$ cat config.mk
export PLATFORM = sky130hd
export DESIGN_NAME = utf8_to_utf16_transcoder_top_flat
export DESIGN_NICKNAME = d
export VERILOG_FILES = /design/src/u8u16_pkg.sv /design/src/u8u16_ifs.sv /design/src/u8u16_front.sv /design/src/u8u16_queue.sv /design/src/u8u16_back.sv /design/src/utf8_to_utf16_transcoder_top.sv /design/src/flat_wrapper.sv
export SDC_FILE = /design/constraint.sdc
export NUM_CORES = 1
export LEC_CHECK = 0
export ABC_CLOCK_PERIOD_IN_PS = 5100
export BUFFER_PORTS_ARGS = -buffer_cell sky130_fd_sc_hd__buf_2
export CAP_MARGIN = 25
export CORE_MARGIN = 1.5
export CORE_UTILIZATION = 23
export CTS_CLUSTER_DIAMETER = 200
export CTS_CLUSTER_SIZE = 20
export DETAILED_ROUTE_END_ITERATION = 6
export PLACE_DENSITY = 0.39
export SYNTH_ARGS = -nofsm -noshare
export SYNTH_HDL_FRONTEND = slang
export SYNTH_SLANG_ARGS = --single-unit
export TNS_END_PERCENT = 30
$ cat constraint.sdc
create_clock -name i_clk -period 5.1 [get_ports i_clk]
set_input_delay 1.02 -clock i_clk [delete_from_list [all_inputs] [get_ports i_clk]]
set_output_delay 1.02 -clock i_clk [all_outputs]
set_load 0.005 [all_outputs]
$ cat src/u8u16_pkg.sv
// shared types, constants and helpers for the utf-8 to utf-16 transcoder
// no dependencies; imported by every module of the block

package u8u16_pkg;

    localparam int BYTE_W     = 8;
    localparam int POINT_W    = 21;
    localparam int UNIT_W     = 16;
    localparam int DEF_QUEUE_DEPTH = 4;

    typedef logic [BYTE_W-1:0]  t_byte;
    typedef logic [POINT_W-1:0] t_point;
    typedef logic [UNIT_W-1:0]  t_unit;

    localparam t_point POINT_BASE = 21'h010000;
    localparam t_unit  HIGH_BASE  = 16'hD800;
    localparam t_unit  LOW_BASE   = 16'hDC00;

    typedef enum logic [2:0] {
        LEAD_ASCII,
        LEAD_TWO,
        LEAD_THREE,
        LEAD_FOUR,
        LEAD_BAD
    } t_lead;

    typedef struct packed {
        logic   valid;
        t_point point;
    } t_push;

    typedef struct packed {
        logic   valid;
        t_point point;
    } t_head;

    function automatic t_lead classify(input t_byte b);
        t_lead kind;
        case (b) inside
            8'b0???????: kind = LEAD_ASCII;
            8'b110?????: kind = LEAD_TWO;
            8'b1110????: kind = LEAD_THREE;
            8'b11110???: kind = LEAD_FOUR;
            default:     kind = LEAD_BAD;
        endcase
        return kind;
    endfunction

endpackage

$ cat src/u8u16_ifs.sv
// valid/ready channel interfaces for the byte input and the code unit output
// depends on u8u16_pkg

interface u8u16_in_if;
    logic                 valid;
    logic                 ready;
    u8u16_pkg::t_byte     in_byte;
    logic                 end_of_text;

    modport source (output valid, output in_byte, output end_of_text, input ready);
    modport sink   (input valid, input in_byte, input end_of_text, output ready);
endinterface

interface u8u16_out_if;
    logic                 valid;
    logic                 ready;
    u8u16_pkg::t_unit     code_unit;
    logic                 last_unit;

    modport source (output valid, output code_unit, output last_unit, input ready);
    modport sink   (input valid, input code_unit, input last_unit, output ready);
endinterface

$ cat src/u8u16_front.sv
// front end: accepts utf-8 bytes, tracks the open sequence, pushes complete code points
// depends on u8u16_pkg and u8u16_in_if

module u8u16_front (
    input  logic                 i_clk,
    input  logic                 i_rst_n,
    u8u16_in_if.sink             i_in,
    input  logic                 i_full,
    output u8u16_pkg::t_push     o_push
);
    import u8u16_pkg::*;

    t_point      r_partial, n_partial;
    logic [1:0]  r_left, n_left;
    logic        accept;
    logic        complete;

    assign i_in.ready = !i_full;
    assign accept     = i_in.valid && i_in.ready;

    always_comb begin
        n_partial = r_partial;
        n_left    = r_left;
        complete  = 1'b0;
        if (accept) begin
            if (r_left == 2'd0) begin
                unique case (classify(i_in.in_byte))
                    LEAD_ASCII: begin
                        n_partial = POINT_W'(i_in.in_byte);
                        complete  = 1'b1;
                    end
                    LEAD_TWO: begin
                        n_partial = POINT_W'(i_in.in_byte[4:0]);
                        n_left    = 2'd1;
                    end
                    LEAD_THREE: begin
                        n_partial = POINT_W'(i_in.in_byte[3:0]);
                        n_left    = 2'd2;
                    end
                    LEAD_FOUR: begin
                        n_partial = POINT_W'(i_in.in_byte[2:0]);
                        n_left    = 2'd3;
                    end
                    default: begin
                    end
                endcase
            end else begin
                n_partial = {r_partial[POINT_W-7:0], i_in.in_byte[5:0]};
                n_left    = r_left - 2'd1;
                complete  = (r_left == 2'd1);
            end
        end
    end

    always_comb begin
        o_push.valid = complete;
        o_push.point = n_partial;
    end

    always_ff @(posedge i_clk) begin
        if (!i_rst_n) begin
            r_partial <= '0;
            r_left    <= '0;
        end else if (accept && i_in.end_of_text) begin
            r_partial <= '0;
            r_left    <= '0;
        end else begin
            r_partial <= complete ? '0 : n_partial;
            r_left    <= n_left;
        end
    end

endmodule

$ cat src/u8u16_queue.sv
// short queue of complete code points between front and back end
// depends on u8u16_pkg

module u8u16_queue #(
    parameter int DEPTH = u8u16_pkg::DEF_QUEUE_DEPTH
) (
    input  logic                 i_clk,
    input  logic                 i_rst_n,
    input  u8u16_pkg::t_push     i_push,
    input  logic                 i_pop,
    output logic                 o_full,
    output u8u16_pkg::t_head     o_head
);
    import u8u16_pkg::*;

    localparam int IDX_W = (DEPTH > 1) ? $clog2(DEPTH) : 1;
    localparam int CNT_W = $clog2(DEPTH + 1);

    t_point              r_mem [DEPTH];
    logic [IDX_W-1:0]    r_wr_ptr, n_wr_ptr;
    logic [IDX_W-1:0]    r_rd_ptr, n_rd_ptr;
    logic [CNT_W-1:0]    r_count, n_count;
    logic                do_push, do_pop;

    assign do_push = i_push.valid && !o_full;
    assign do_pop  = i_pop && (r_count != '0);
    assign o_full  = (r_count == CNT_W'(DEPTH));

    always_comb begin
        o_head.valid = (r_count != '0);
        o_head.point = r_mem[r_rd_ptr];
    end

    always_comb begin
        n_wr_ptr = r_wr_ptr;
        n_rd_ptr = r_rd_ptr;
        n_count  = r_count;
        if (do_push) begin
            n_wr_ptr = (r_wr_ptr == IDX_W'(DEPTH - 1)) ? '0 : r_wr_ptr + 1'b1;
        end
        if (do_pop) begin
            n_rd_ptr = (r_rd_ptr == IDX_W'(DEPTH - 1)) ? '0 : r_rd_ptr + 1'b1;
        end
        if (do_push && !do_pop) begin
            n_count = r_count + 1'b1;
        end else if (do_pop && !do_push) begin
            n_count = r_count - 1'b1;
        end
    end

    always_ff @(posedge i_clk) begin
        if (do_push) begin
            r_mem[r_wr_ptr] <= i_push.point;
        end
    end

    always_ff @(posedge i_clk) begin
        if (!i_rst_n) begin
            r_wr_ptr <= '0;
            r_rd_ptr <= '0;
            r_count  <= '0;
        end else begin
            r_wr_ptr <= n_wr_ptr;
            r_rd_ptr <= n_rd_ptr;
            r_count  <= n_count;
        end
    end

    a_count_bound: assert property (@(posedge i_clk) disable iff (!i_rst_n)
        r_count <= CNT_W'(DEPTH))
        else $error("queue count beyond depth");

    a_no_overflow: assert property (@(posedge i_clk) disable iff (!i_rst_n)
        i_push.valid |-> !o_full)
        else $error("code point pushed into full queue");

endmodule

$ cat src/u8u16_back.sv
// back end: pops code points, splits large ones into surrogate pairs, drives output register
// depends on u8u16_pkg and u8u16_out_if

module u8u16_back (
    input  logic                 i_clk,
    input  logic                 i_rst_n,
    input  u8u16_pkg::t_head     i_head,
    output logic                 o_pop,
    u8u16_out_if.source          o_out
);
    import u8u16_pkg::*;

    logic    r_out_valid, n_out_valid;
    t_unit   r_out_unit, n_out_unit;
    logic    r_out_last, n_out_last;
    logic    r_low_pend, n_low_pend;
    t_unit   r_low_unit, n_low_unit;
    logic    take;
    logic    is_pair;
    t_point  adj;
    t_unit   high_unit;
    t_unit   low_unit;

    assign take      = !r_out_valid || o_out.ready;
    assign o_pop     = take && !r_low_pend && i_head.valid;
    assign is_pair   = |i_head.point[POINT_W-1:UNIT_W];
    assign adj       = i_head.point - POINT_BASE;
    assign high_unit = HIGH_BASE + UNIT_W'(adj[POINT_W-1:10]);
    assign low_unit  = LOW_BASE + UNIT_W'(adj[9:0]);

    always_comb begin
        n_out_valid = r_out_valid && !o_out.ready;
        n_out_unit  = r_out_unit;
        n_out_last  = r_out_last;
        n_low_pend  = r_low_pend;
        n_low_unit  = r_low_unit;
        if (take) begin
            if (r_low_pend) begin
                n_out_valid = 1'b1;
                n_out_unit  = r_low_unit;
                n_out_last  = 1'b1;
                n_low_pend  = 1'b0;
            end else if (i_head.valid) begin
                n_out_valid = 1'b1;
                if (is_pair) begin
                    n_out_unit = high_unit;
                    n_out_last = 1'b0;
                    n_low_pend = 1'b1;
                    n_low_unit = low_unit;
                end else begin
                    n_out_unit = i_head.point[UNIT_W-1:0];
                    n_out_last = 1'b1;
                end
            end
        end
    end

    always_ff @(posedge i_clk) begin
        r_out_unit <= n_out_unit;
        r_out_last <= n_out_last;
        r_low_unit <= n_low_unit;
    end

    always_ff @(posedge i_clk) begin
        if (!i_rst_n) begin
            r_out_valid <= 1'b0;
            r_low_pend  <= 1'b0;
        end else begin
            r_out_valid <= n_out_valid;
            r_low_pend  <= n_low_pend;
        end
    end

    assign o_out.valid     = r_out_valid;
    assign o_out.code_unit = r_out_unit;
    assign o_out.last_unit = r_out_last;

    a_low_follows_high: assert property (@(posedge i_clk) disable iff (!i_rst_n)
        r_low_pend |-> (r_out_valid && !r_out_last))
        else $error("low surrogate pending without high surrogate on output");

    a_no_pop_during_pair: assert property (@(posedge i_clk) disable iff (!i_rst_n)
        r_low_pend |-> !o_pop)
        else $error("queue popped while low surrogate pending");

endmodule

$ cat src/utf8_to_utf16_transcoder_top.sv
// top level of the utf-8 to utf-16 transcoder: front end, point queue, back end
// depends on u8u16_pkg, u8u16_ifs, u8u16_front, u8u16_queue, u8u16_back
//
//  port     dir  payload                         request
//  i_in     in   in_byte[7:0], end_of_text       one utf-8 byte
//  o_out    out  code_unit[15:0], last_unit      one utf-16 code unit
//
// one byte per cycle unless the queue is full; a point crosses queue and output register
// a code point above 0xffff gives two output units (high then low surrogate)
// the point queue of QUEUE_DEPTH entries absorbs low surrogate slots and output stalls
// the input stalls only when the queue is full
// synchronous active-low reset clears the open sequence, the queue and the output register

module utf8_to_utf16_transcoder_top #(
    parameter int QUEUE_DEPTH = u8u16_pkg::DEF_QUEUE_DEPTH
) (
    input  logic         i_clk,
    input  logic         i_rst_n,
    u8u16_in_if.sink     i_in,
    u8u16_out_if.source  o_out
);
    import u8u16_pkg::*;

    t_push  push;
    t_head  head;
    logic   full;
    logic   pop;

    u8u16_front u_front (
        .i_clk   (i_clk),
        .i_rst_n (i_rst_n),
        .i_in    (i_in),
        .i_full  (full),
        .o_push  (push)
    );

    u8u16_queue #(
        .DEPTH (QUEUE_DEPTH)
    ) u_queue (
        .i_clk   (i_clk),
        .i_rst_n (i_rst_n),
        .i_push  (push),
        .i_pop   (pop),
        .o_full  (full),
        .o_head  (head)
    );

    u8u16_back u_back (
        .i_clk   (i_clk),
        .i_rst_n (i_rst_n),
        .i_head  (head),
        .o_pop   (pop),
        .o_out   (o_out)
    );

endmodule
$ cat src/flat_wrapper.sv
// flat-port wrapper written by rule: the top's interface ports become plain ports
module utf8_to_utf16_transcoder_top_flat import u8u16_pkg::*;
#(
    parameter int QUEUE_DEPTH = u8u16_pkg::DEF_QUEUE_DEPTH
)
  (i_clk, i_rst_n, i_in_valid, i_in_in_byte, i_in_end_of_text, i_in_ready, o_out_valid, o_out_code_unit, o_out_last_unit, o_out_ready);
  u8u16_in_if i_in_i ();
  u8u16_out_if o_out_i ();
  input  logic i_clk;
  input  logic i_rst_n;
  input wire logic [$bits(i_in_i.valid)-1:0] i_in_valid;
  input wire logic [$bits(i_in_i.in_byte)-1:0] i_in_in_byte;
  input wire logic [$bits(i_in_i.end_of_text)-1:0] i_in_end_of_text;
  output wire logic [$bits(i_in_i.ready)-1:0] i_in_ready;
  output wire logic [$bits(o_out_i.valid)-1:0] o_out_valid;
  output wire logic [$bits(o_out_i.code_unit)-1:0] o_out_code_unit;
  output wire logic [$bits(o_out_i.last_unit)-1:0] o_out_last_unit;
  input wire logic [$bits(o_out_i.ready)-1:0] o_out_ready;
  assign i_in_i.valid = i_in_valid;
  assign i_in_i.in_byte = i_in_in_byte;
  assign i_in_i.end_of_text = i_in_end_of_text;
  assign i_in_ready = i_in_i.ready;
  assign o_out_valid = o_out_i.valid;
  assign o_out_code_unit = o_out_i.code_unit;
  assign o_out_last_unit = o_out_i.last_unit;
  assign o_out_i.ready = o_out_ready;
  utf8_to_utf16_transcoder_top #(.QUEUE_DEPTH(QUEUE_DEPTH)) u_core (.i_clk(i_clk), .i_rst_n(i_rst_n), .i_in(i_in_i), .o_out(o_out_i));
endmodule
# Word level (Yosys, flattened, before mapping)
# Memory sizes are Yosys's and may differ from the RTL's. A register that Yosys moved wholly into a read port is not among the register bits.
# Index checks and enable logic that the tools add are counted.
totals:
  wordCells: 92
  ramBits: 84
  regBits: 65
  memories: 1
mem_list:
  columns: ["name", "depth", "word_bits", "rd", "rd_ports_with_merged_regs", "wr", "line", "source"]
  rows:
  - ["u_core.u_queue.r_mem", 4, 21, 1, 1, 1, "u8u16_queue.sv:19", "t_point r_mem [DEPTH];"]
classes:
  mux: 33
  bitwise_logic: 2
  reduce_logical: 27
  add_sub_neg: 8
  n_eq_ne: 11
op_table:
  columns: ["operator", "n"]
  rows:
  - ["21-bit case mux with 4 select lines", 1]
  - ["16-bit two-way mux", 3]
  - ["21-bit two-way mux", 2]
  - ["3-bit two-way mux", 8]
  - ["21-bit by 17-bit subtractor with 21-bit output, second input constant", 1]
  - ["15-bit by 11-bit adder with 16-bit output, first input constant", 1]
  - ["15-bit by 12-bit adder with 16-bit output, first input constant", 1]
  - ["1-bit two-way mux", 13]
  - ["2-bit two-way mux", 5]
  - ["1-bit logical AND", 9]
  - ["3-bit by 2-bit equality test with 1-bit output, second input constant", 2]
  - ["3-bit equality test, second input constant", 2]
  - ["1-bit zero test", 6]
  - ["2-bit case mux with 3 select lines", 1]
  - ["5-bit equality test, second input constant", 1]
  - ["5-bit OR reduction", 1]
  - ["2-bit by 1-bit adder with 2-bit output, second input constant", 2]
  - ["2-bit equality test, second input constant", 2]
  - ["4-bit equality test, second input constant", 1]
  - ["4-bit by 1-bit inequality test with 1-bit output, second input constant", 1]
  - ["2-bit AND reduction", 2]
  - ["4-bit AND reduction", 1]
  - ["2-bit nonzero test", 2]
  - ["3-bit by 1-bit adder with 3-bit output, second input constant", 1]
  - ["other kinds (11)", 12]

# Depth between registers and ports, before layout
# Gate-level depths: netlist (run 1).
logic_depth:
  depth_word: 16
  ltp_mapped: 9

# By module
# From an unflattened synthesis (run 1), not the netlist that was laid out.
hier_totals:
  hier_cells: 403
  hier_area_um2: 6057.1
modules_own_cells:
  columns: ["mod", "n_inst", "area_per_inst_um2", "cells_each", "seq_area_each_um2"]
  rows:
  - ["u8u16_queue", 1, 3533.4, 160, 2702.6]
  - ["u8u16_front", 1, 1272.5, 149, 460.4]
  - ["u8u16_back", 1, 1251.2, 94, 850.8]

# Worst setup path after synthesis (run 1)
# Ideal clock, no wire load.
synth_timing:
  path_kind: "input port to flip-flop"
  startpoint: "in i_in_in_byte[7]"
  endpoint: "reg u_core.u_queue.r_count[2]"
  setup_ns: 0.076
  path_buffers: 1
  setup_slack_ns: 1.990
  cell_stages: 9
  t_arrival_ns: 3.035
  path_cell_list: "buf_2 > nor2b_1 > nor4_2 > ha_1 > inv_1 > fa_1 > xor2_1 > or3_1 > a21boi_0"
synth_between:
  elab_chain_cells: 15
  elab_cells_between_ends: 19
  cone_classes: "eq/ne (3); mux (10); reduce/logical (6)"
synth_rtl:
  columns: ["item", "line", "source"]
  rows:
  - ["from (decl)", "flat_wrapper.sv:12", "input wire logic [$bits(i_in_i.in_byte)-1:0] i_in_in_byte;"]
  - ["5-bit equality test", "u8u16_front.sv:27", "unique case (classify(i_in.in_byte))"]
  - ["3-bit two-way mux (3 in series)", "u8u16_pkg.sv:39", "case (b) inside"]
  - ["3-bit two-way mux *", "u8u16_pkg.sv:39", null]
  - ["3-bit two-way mux *", "u8u16_front.sv:26", "if (r_left == 2'd0) begin"]
  - ["3-bit two-way mux *", "u8u16_front.sv:25", "if (accept) begin"]
  - ["3-bit zero test *", "u8u16_front.sv:27", null]
  - ["1-bit two-way mux *", "u8u16_front.sv:27", null]
  - ["1-bit two-way mux *", "u8u16_front.sv:26", null]
  - ["1-bit two-way mux *", "u8u16_front.sv:25", null]
  - ["1-bit logical AND *", "u8u16_queue.sv:25", "assign do_push = i_push.valid && !o_full;"]
  - ["via u_core.u_queue.do_push", "u8u16_queue.sv:23", "logic do_push, do_pop;"]
  - ["1-bit zero test", "u8u16_queue.sv:46", "end else if (do_pop && !do_push) begin"]
  - ["1-bit logical AND", "u8u16_queue.sv:46", null]
  - ["2-bit nonzero test (no source line)", null, null]
  - ["to (signal assigned)", "u8u16_queue.sv:65", "r_count <= n_count;"]
  - ["to (decl)", "u8u16_queue.sv:22", "logic [CNT_W-1:0] r_count, n_count;"]
# The timed path passes the listed nets; every way through them passes the cells marked *. The select of a mux whose other input is x is not followed.
# A chain may end at the register's enable or synchronous reset.

==> results of run 1 <==
layer usage:
| layer | vias to the layer above | wire length (microns) |
|---|---|---|
| li1 | 1655 | - |
| met1 | 1754 | 6521 |
| met2 | 67 | 6113 |
| met3 | 6 | 506 |
| met4 | 0 | 125 |
| met5 | - | 0 |
flip-flops by register name, indices dropped and copies added, names as in the netlist, named ones only:
register and count:
u_core.u_queue.r_mem 84, u_core.u_queue.r_rd_ptr 2, u_core.u_back.o_out.code_unit 16, u_core.u_back.r_low_unit 10, u_core.u_back.o_out.valid 1, u_core.u_queue.r_count 3, u_core.u_back.r_low_pend 1, u_core.u_front.r_left 2
u_core.u_front.r_partial 21, u_core.u_queue.r_wr_ptr 2, u_core.u_back.o_out.last_unit 1
cell families (layout without fill, tap and decap cells):
kind of cell	count (synthesis)	count (layout)	share of synthesized area (%)
flops	145	145	67.71
simple gates	107	107	9.055
compound gates	91	91	9.435
buf+inv	30	85	2.343
mux	26	26	8.991
fa+ha+maj	9	9	2.026
xor+xnor	3	3	0.4433
power by group:
| part | internal [W] | switching [W] |
|---|---|---|
| logic | 0.000352 | 0.000476 |
| registers | 0.00151 | 0.000101 |
| clock network | 0.000751 | 0.000459 |
layout make-up:
class	count	area (sq um)
Sequential cell	145	4014
Clock buffer	23	510.5
Fill cell	2600	18180
Timing Repair Buffer	42	237.7
Multi-Input combinational cell	236	1775
Clock inverter	9	77.57
Inverter	11	41.29
Tap cell	330	412.9
stage by stage:
step / cells / utilization, % / hold WS, ps
finish: 796 / 27.99 / 477.8
global route: 796 / 27.99 / 502.9
CTS: 796 / 27.99 / 477.0
detailed placement: 764 / 25.66 / 466.3
global placement: 763 / 25.63 / 464.9
floorplan: 411 / - / 450.8
worst max-delay path, stage by stage, from the launching register on:
cell and delay (ps):
dfxtp_1 640, buf_4 310, mux4_1 600, inv_1 100
ha_1 200, nand2_1 80, o22a_1 320, o311a_1 370
a32o_1 260
layout by cell type, fill, tap and decap left out, types with 3 or more instances in the layout:
| cell type | n |
|---|---|
| mux2i_1 | 3 |
| o21ai_0 | 31 |
| nand2b_1 | 4 |
| buf_4 | 11 |
| or3_1 | 3 |
| a31oi_1 | 7 |
| buf_2 | 31 |
| nor3_1 | 4 |
| clkinv_2 | 4 |
| a21boi_0 | 6 |
| a2bb2oi_1 | 7 |
| edfxtp_1 | 111 |
| clkbuf_16 | 19 |
| and2_1 | 6 |
| nor2b_1 | 7 |
| dfxtp_1 | 34 |
| mux4_2 | 19 |
| a21oi_1 | 24 |
| inv_1 | 11 |
| ha_1 | 8 |
| nand3_1 | 8 |
| nor2_1 | 12 |
| or2_1 | 5 |
| nand2_1 | 46 |
worst max-delay path by stage:
stage,depth (start not counted),end
final,8,u_core.u_back.o_out.code_unit[9]
after global routing,8,u_core.u_back.o_out.code_unit[9]
after CTS,8,u_core.u_back.o_out.code_unit[9]
after detailed placement,9,u_core.u_queue.r_count[2]
after global placement,9,u_core.u_queue.r_count[2]
after floorplan,9,u_core.u_queue.r_count[2]
==> results.yml, run 1 <==
status:
  outcome: "finished clean"
setup_path:
  cp_data_arrival_time_ps: 3310
  endpoint_kind: "flip-flop"
  path_max_fanout: 10
  timing.rr.end: "u_core.u_back.o_out.code_unit[9]"
  criticalPathCategory: "flip-flop to flip-flop"
  cp_data_required_time_ps: 5260
  r2r_cells: 8
  ff2ff_setup_slack_ps: 1950
  cp-start-kind: "flip-flop"
hold_path:
  whs_path_depth: 2
  hp-start: "u_core.u_front.r_partial[10]"
  hold_path.class: "flip-flop to flip-flop"
  min_to: "u_core.u_front.r_partial[16]"
grt:
  grt_max_degree: 24
  gr-total-overflow: 0
  grtUsageMet3_pct: 2.946
  busiest_layer: "met2"
  use_met2_pct: 16.58
  grt_use_met1_pct: 14.19
  grt_pass1_wl_mm: 20.68
  antenna_found_initial: 0
  grt_pass1_vias: 3565
  grt_use_total_pct: 10.62
floorplan:
  start_util_pct: 23.47
  die_area_sq_um: 26750
  rows: 58
  die_x_microns: 163.5
  core_area_sq_um: 25250
  ioPinCount: 32
  die_y_microns: 163.5
power_and_ir_drop:
  vdd_drop_max_v: 0.0001689
  power.density_nw_per_um2: 516.2
  p_leak_nw: 2.464
  finalPower_w: 0.003649
clock_network:
  postCtsSetupBuffers: 0
  clock_latency_ps: 410
  clock_sinks: 145
  cts.path.max_buffers: 2
  clkSlewWorstSetupHoldPaths_ps: 60
  ctsHoldBuffers: 0
  numCtsBuffers: 17
  cts_resized: 0
  tritoncts: "done"
  cts_root_buffer: "clkbuf_16"
  h-tree-depth: 4
route:
  num_vias: 3482
  drc: 0
  routedWlPerCell_microns: 16.66
  drt_iter0_markers: 144
  drt-total-wl_mm: 13.27
  drtAntennaViolNets: 0
  firstDrtPassIters: 4
  routed_via_density: 4.374
sta:
  maxSlewHeadroom_pct: 43.59
  setup_violations: 0
  max_freq_mhz: 317.4
  hold_violations: 0
  rsz0062_at_grt: "false"
  setup_slack_ps: 1950
  tightestPinTransition_ps: 843.0
  slew_viol_final: 0
  min_period_ps: 3150
  clock-skew-final_ps: 5.226
  final.setup.tns_ps: 0
  period_share_pct: 61.77
synth:
  synth_top_flop_cell: "edfxtp_1"
  syn-num-nets: 433
  synth.distinct_cells: 53
  synth.yosys.warnings: 0
  async_reset_ff_share_pct: 0
  netlist.area_leader.share_pct: 56.23
  synth_top_cell_by_area: "edfxtp_1"
  synth_seq_area_share_pct: 67.71
  synthesis.area_sq_um: 5928
  synth_edf_count: 111
  yosysMostFrequentCell: "edfxtp_1"
  synth_commonest_cells: "edfxtp_1 (111), nand2_1 (46), dfxtp_1 (34)"
  synthCells: 411
  synth_area_leaders: "edfxtp_1 (56%), dfxtp_1 (11%), mux4_2 (7.2%)"
  avgSynthCellArea_sq_um: 14.42
  ys_seq_elements: 145
place:
  place_congestion: 0.7671
  dp_hpwl_mm: 9.142
  dpl_cell_area_sq_um: 6481
  portBuffers: 31
  post-place-ws_ps: 1714
finish:
  diodes: 0
  finalInstanceArea_sq_um: 7069
  syn_to_final_growth_pct: 19.25
  final_nets: 475
  drive_above_1_share_pct: 21.03
flow_run:
  drv_cap: 0
Note: power is estimated with default switching activity, not from simulation.
==> run 2, diff against run 1 <==
ABC_CLOCK_PERIOD_IN_PS = 3000   (was 5100)
clock period = 3 ns   (was 5.1 ns; I/O delays follow)
==> run 2 against run 1 <==
Against the previous run: clock skew grew 5.3 ps; register-to-register slack worse by 1600 ps; power rose by 70%; final cell count grew 0.38%; global-route usage is essentially flat; combinational power grew 80%; die area stayed put; worst hold slack got worse by 19 ps; routed wire length grew 0.69%; critical endpoint unchanged.
==> results.yml, run 2 (synthesized netlist as in run 1, its figures left out) <==
status:
  outcome: "finished clean"
finish:
  drive_above_1_share_pct: 21.75
  regMostFlops: "u_core.u_queue.r_mem"
  largest_register_ff_count: 84
  final_nets: 479
  layout_commonest_cell: "edfxtp_1"
  diodes: 0
  layout_common_cells: "edfxtp_1 (111), nand2_1 (46), dfxtp_1 (34)"
  syn_to_final_growth_pct: 19.40
route:
  drt-total-wl_mm: 13.36
  drc: 0
  firstDrtPassIters: 4
  routedWlPerCell_microns: 16.72
  drt_iter0_markers: 151
  routed_via_density: 4.354
  num_vias: 3479
  drtAntennaViolNets: 0
floorplan:
  start_util_pct: 23.47
  rows: 58
  core_area_sq_um: 25250
  die_y_microns: 163.5
  ioPinCount: 32
  die_area_sq_um: 26750
  die_x_microns: 163.5
sta:
  maxSlewHeadroom_pct: 60.11
  final.setup.tns_ps: 0
  min_period_ps: 2628
  setup_violations: 0
  period_share_pct: 87.60
  hold_violations: 0
  tightestPinTransition_ps: 598.3
  slew_viol_final: 0
  max_freq_mhz: 380.5
  clock-skew-final_ps: 10.53
  rsz0062_at_grt: "false"
clock_network:
  clkSlewWorstSetupHoldPaths_ps: 60
  cts_root_buffer: "clkbuf_16"
  h-tree-depth: 4
  numCtsBuffers: 17
  tritoncts: "done"
  postCtsSetupBuffers: 0
  clock_sinks: 145
  cts_resized: 0
  ctsHoldBuffers: 0
  cts.path.max_buffers: 2
  clock_latency_ps: 420
grt:
  busiest_layer: "met2"
  gr-total-overflow: 0
  grt_pass1_wl_mm: 20.64
  grt_use_total_pct: 10.64
  grt_pass1_vias: 3555
  use_met2_pct: 16.33
  antenna_found_initial: 0
  grtUsageMet3_pct: 2.666
  grt_max_degree: 22
  grt_use_met1_pct: 14.30
power_and_ir_drop:
  power.density_nw_per_um2: 877.4
  p_leak_nw: 2.472
  finalPower_w: 0.006210
  vdd_drop_max_v: 0.0003865
place:
  dp_hpwl_mm: 9.053
  portBuffers: 31
  place_congestion: 0.7465
setup_path:
  path_cells: "mux4_1, inv_1, ha_1, nand2_1, o22a_1, o311a_1, a32o_1"
  cp_data_required_time_ps: 3170
  slowest_stage: "mux4_1"
  crit_family: "compound AO/OA/AOI/OAI gates"
  cp_slowest_stage_delay_ps: 600
  path_max_fanout: 10
  criticalPathCategory: "flip-flop to flip-flop"
  cp_num_buf_inv: 1
  endpoint_kind: "flip-flop"
  cp_data_arrival_time_ps: 2790
  cp-start-kind: "flip-flop"
flow_run:
  drv_cap: 0
hold_path:
  hold_path.class: "primary input to flip-flop"
-- run 2: changes by cell type in the layout (fill, tap and decap cells not counted), moves of 2 or more --
cell       before  now
buf_4          11   15
clkbuf_1        2    0
clkbuf_16      19   17
clkbuf_8        2    0
clkinv_4        1    3
inv_6           0    2
-- run 2: final cells by class --
class | instances | area, sq um
clock buffers | 17 | 425.4
multi-input cells | 236 | 1775
well taps | 330 | 412.9
clock inverters | 14 | 141.4
fillers | 2609 | 18180
inverters | 11 | 41.29
flip-flops and latches | 145 | 4014
repair buffers | 46 | 267.8
-- run 2: worst min-delay path: stages --
cell	delay (ps)
buf_2	100
nand3_1	70
a21oi_1	60
-- run 2: final timing paths --
kind	start	end	slack, ps	cells past startpoint
min reg2reg	u_core.u_front.r_partial[1]	u_core.u_front.r_partial[7]	480	2
max	flip-flop	u_core.u_back.o_out.code_unit[9]	370	7
min	i_in_in_byte[0]	u_core.u_front.r_partial[0]	460	3
max reg2reg	flip-flop	u_core.u_back.o_out.code_unit[9]	370	7
-- run 2: per-layer routing --
| metal | wire length (microns) | vias up |
|---|---|---|
| li1 | - | 1661 |
| met1 | 6768 | 1751 |
| met2 | 5954 | 58 |
| met3 | 486 | 9 |
| met4 | 148 | 0 |
| met5 | 0 | - |
-- run 2: through the flow --
step,cells,util [%],cell area [sq um],hold WS [ps],setup slack (ps)
global route,799,28.03,7078,467.7,279.6
floorplan,411,-,5928,450.8,309.8
detailed placement,768,25.78,6511,466.1,296.5
global placement,768,25.78,6511,468.1,372.9
finish,799,28.03,7078,459.0,371.9
CTS,799,28.03,7078,438.9,383.6
-- run 2: report_power, final --
group,internal (W),leakage (nW),switching [W],total [W]
logic,0.000615,0.867,0.000875,0.00149
registers,0.00257,1.33,0.000106,0.00267
clock network,0.00122,0.274,0.000831,0.00205
==> run 3, diff against run 2 <==
CORE_UTILIZATION = 60   (was 23)
PLACE_DENSITY = 0.88   (was 0.39)
==> run 3 against run 2 <==
Against the previous run: setup slack lost 29 ps; first-iteration DRC count grew 95%; sequential share of layout area grew 2.2 points; non-clock buffer count shrank 1; utilization grew 42 points.
==> results.yml, run 3 (synthesized netlist as in run 1, its figures left out) <==
finish:
  final_nets: 478
  fillers: 586
  diodes: 0
  syn_to_final_growth_pct: 14.99
  regMostFlops: "u_core.u_queue.r_mem"
  layout_commonest_cell: "edfxtp_1"
  layout_common_cells: "edfxtp_1 (111), nand2_1 (46), dfxtp_1 (34)"
  largest_register_ff_count: 84
  drive_above_1_share_pct: 22.01
  finish.utilization_pct: 70.39
setup_path:
  cp-start-kind: "flip-flop"
  cp_slowest_stage_delay_ps: 610
  endpoint_kind: "flip-flop"
  criticalPathCategory: "flip-flop to flip-flop"
  cp_data_required_time_ps: 3280
  crit_family: "compound AO/OA/AOI/OAI gates"
  slowest_stage: "mux4_1"
  timing.rr.end: "u_core.u_back.o_out.code_unit[9]"
  cp_data_arrival_time_ps: 2940
  path_max_fanout: 10
  cp_num_buf_inv: 1
  path_cells: "mux4_1, inv_1, ha_1, nand2_1, o22a_1, o311a_1, a32o_1"
  r2r_cells: 7
  ff2ff_setup_slack_ps: 340
sta:
  period_share_pct: 88.58
  min_period_ps: 2657
  final.setup.tns_ps: 0
  slew_viol_final: 0
  maxSlewHeadroom_pct: 52.69
  rsz0062_at_grt: "false"
  hold_violations: 0
  clock-skew-final_ps: 7.467
  setup_violations: 0
  tightestPinTransition_ps: 708.0
  max_freq_mhz: 376.3
grt:
  grt_use_total_pct: 25.15
  grt_pass1_vias: 3651
  grt_max_degree: 24
  grt_pass1_wl_mm: 18.91
  gr-total-overflow: 0
  antenna_found_initial: 0
power_and_ir_drop:
  clkPwrFrac_pct: 32.4
  power.density_nw_per_um2: 896.5
  switching_share_pct: 29.54
  intPower_w: 0.004305
  p_switching_w: 0.001805
  vdd_drop_max_v: 0.0004951
  seq_power_share_pct: 43.8
  p_comb_share_pct: 23.8
  p_leak_nw: 2.459
clock_network:
  clkSlewWorstSetupHoldPaths_ps: 60
  tritoncts: "done"
  clock_sinks: 145
  numCtsBuffers: 17
  h-tree-depth: 4
  cts_root_buffer: "clkbuf_8"
  clock_latency_ps: 530
  cts_resized: 0
  cts.path.max_buffers: 2
  postCtsSetupBuffers: 0
  ctsHoldBuffers: 0
route:
  drt_iter0_markers: 294
  routedWlPerCell_microns: 19.90
  drt-total-wl_mm: 11.96
  firstDrtPassIters: 7
  drtAntennaViolNets: 0
  num_vias: 3658
  routed_via_density: 6.087
  drc: 0
flow_run:
  drv_cap: 0
floorplan:
  die_x_microns: 102.4
  core_area_sq_um: 9684
  die_area_sq_um: 10490
  rows: 36
  die_y_microns: 102.4
  start_util_pct: 61.21
  ioPinCount: 32
hold_path:
  min_to: "u_core.u_front.r_partial[2]"
  whs_path_depth: 3
  hold_path.class: "primary input to flip-flop"
  hp-start: "i_in_in_byte[2]"
status:
  outcome: "finished clean"
place:
  place_congestion: 0.8200
  dp_hpwl_mm: 7.593
  portBuffers: 31
==> run 3: worst max-delay path by stage <==
stage / cells after the start / end / slack (ps)
after floorplan: 9 / u_core.u_queue.r_count[2] / 310
after global placement: 9 / u_core.u_queue.r_count[2] / 440
after detailed placement: 9 / u_core.u_queue.r_count[2] / 340
after CTS: 7 / u_core.u_back.o_out.code_unit[9] / 330
after global routing: 7 / u_core.u_back.o_out.code_unit[9] / 210
final: 7 / u_core.u_back.o_out.code_unit[9] / 340
==> run 3: area by class of cell <==
type | count | area [sq um] | share of cell area (%)
clock buffer | 17 | 414.1 | 6.076
clock inverter | 14 | 145.1 | 2.129
inverter | 11 | 41.29 | 0.6057
multi-input combinational | 236 | 1775 | 26.05
sequential | 145 | 4014 | 58.88
tap | 133 | 166.4 | 2.441
timing repair buffer | 45 | 260.3 | 3.818
==> run 3: per-stage QoR <==
step           hold slack (ps)  power, W  setup WS, ps  instances  area (sq um)
2_1_floorplan            450.8  0.003687         309.8        411          5928
3_3_place_gp             462.7  0.004047         444.2        569          6250
3_5_place_dp             467.4  0.004124         336.7        569          6250
4_1_cts                  343.1  0.006119         326.7        600          6809
5_1_grt                  362.4  0.006393         210.4        601          6817
6_report                 365.2  0.006111         342.7        601          6817
==> run 3: worst min-delay path, delay by kind of cell <==
| kind | cells | cell delay, ps |
|---|---|---|
| simple gates | 1 | 80 |
| buf+inv | 1 | 100 |
| compound gates | 1 | 60 |
==> run 3: per-layer routing <==
layer	routed length (microns)	up-vias	global-route usage (%)	share of wire [%]
li1	-	1662	-	-
met1	4684	1791	30.31	39
met2	6140	178	42.03	51
met3	846	27	8.208	7.1
met4	289	0	10.33	2.4
met5	0	-	0	0
==> run 3: power by group through the flow <==
stage	clock network (W)	logic, W	registers [W]
after global placement	0	0.00135	0.00270
after floorplan	0	0.000973	0.00271
after global routing	0.00208	0.00160	0.00271
after detailed placement	0	0.00141	0.00272
final	0.00198	0.00146	0.00268
after CTS	0.00200	0.00144	0.00268
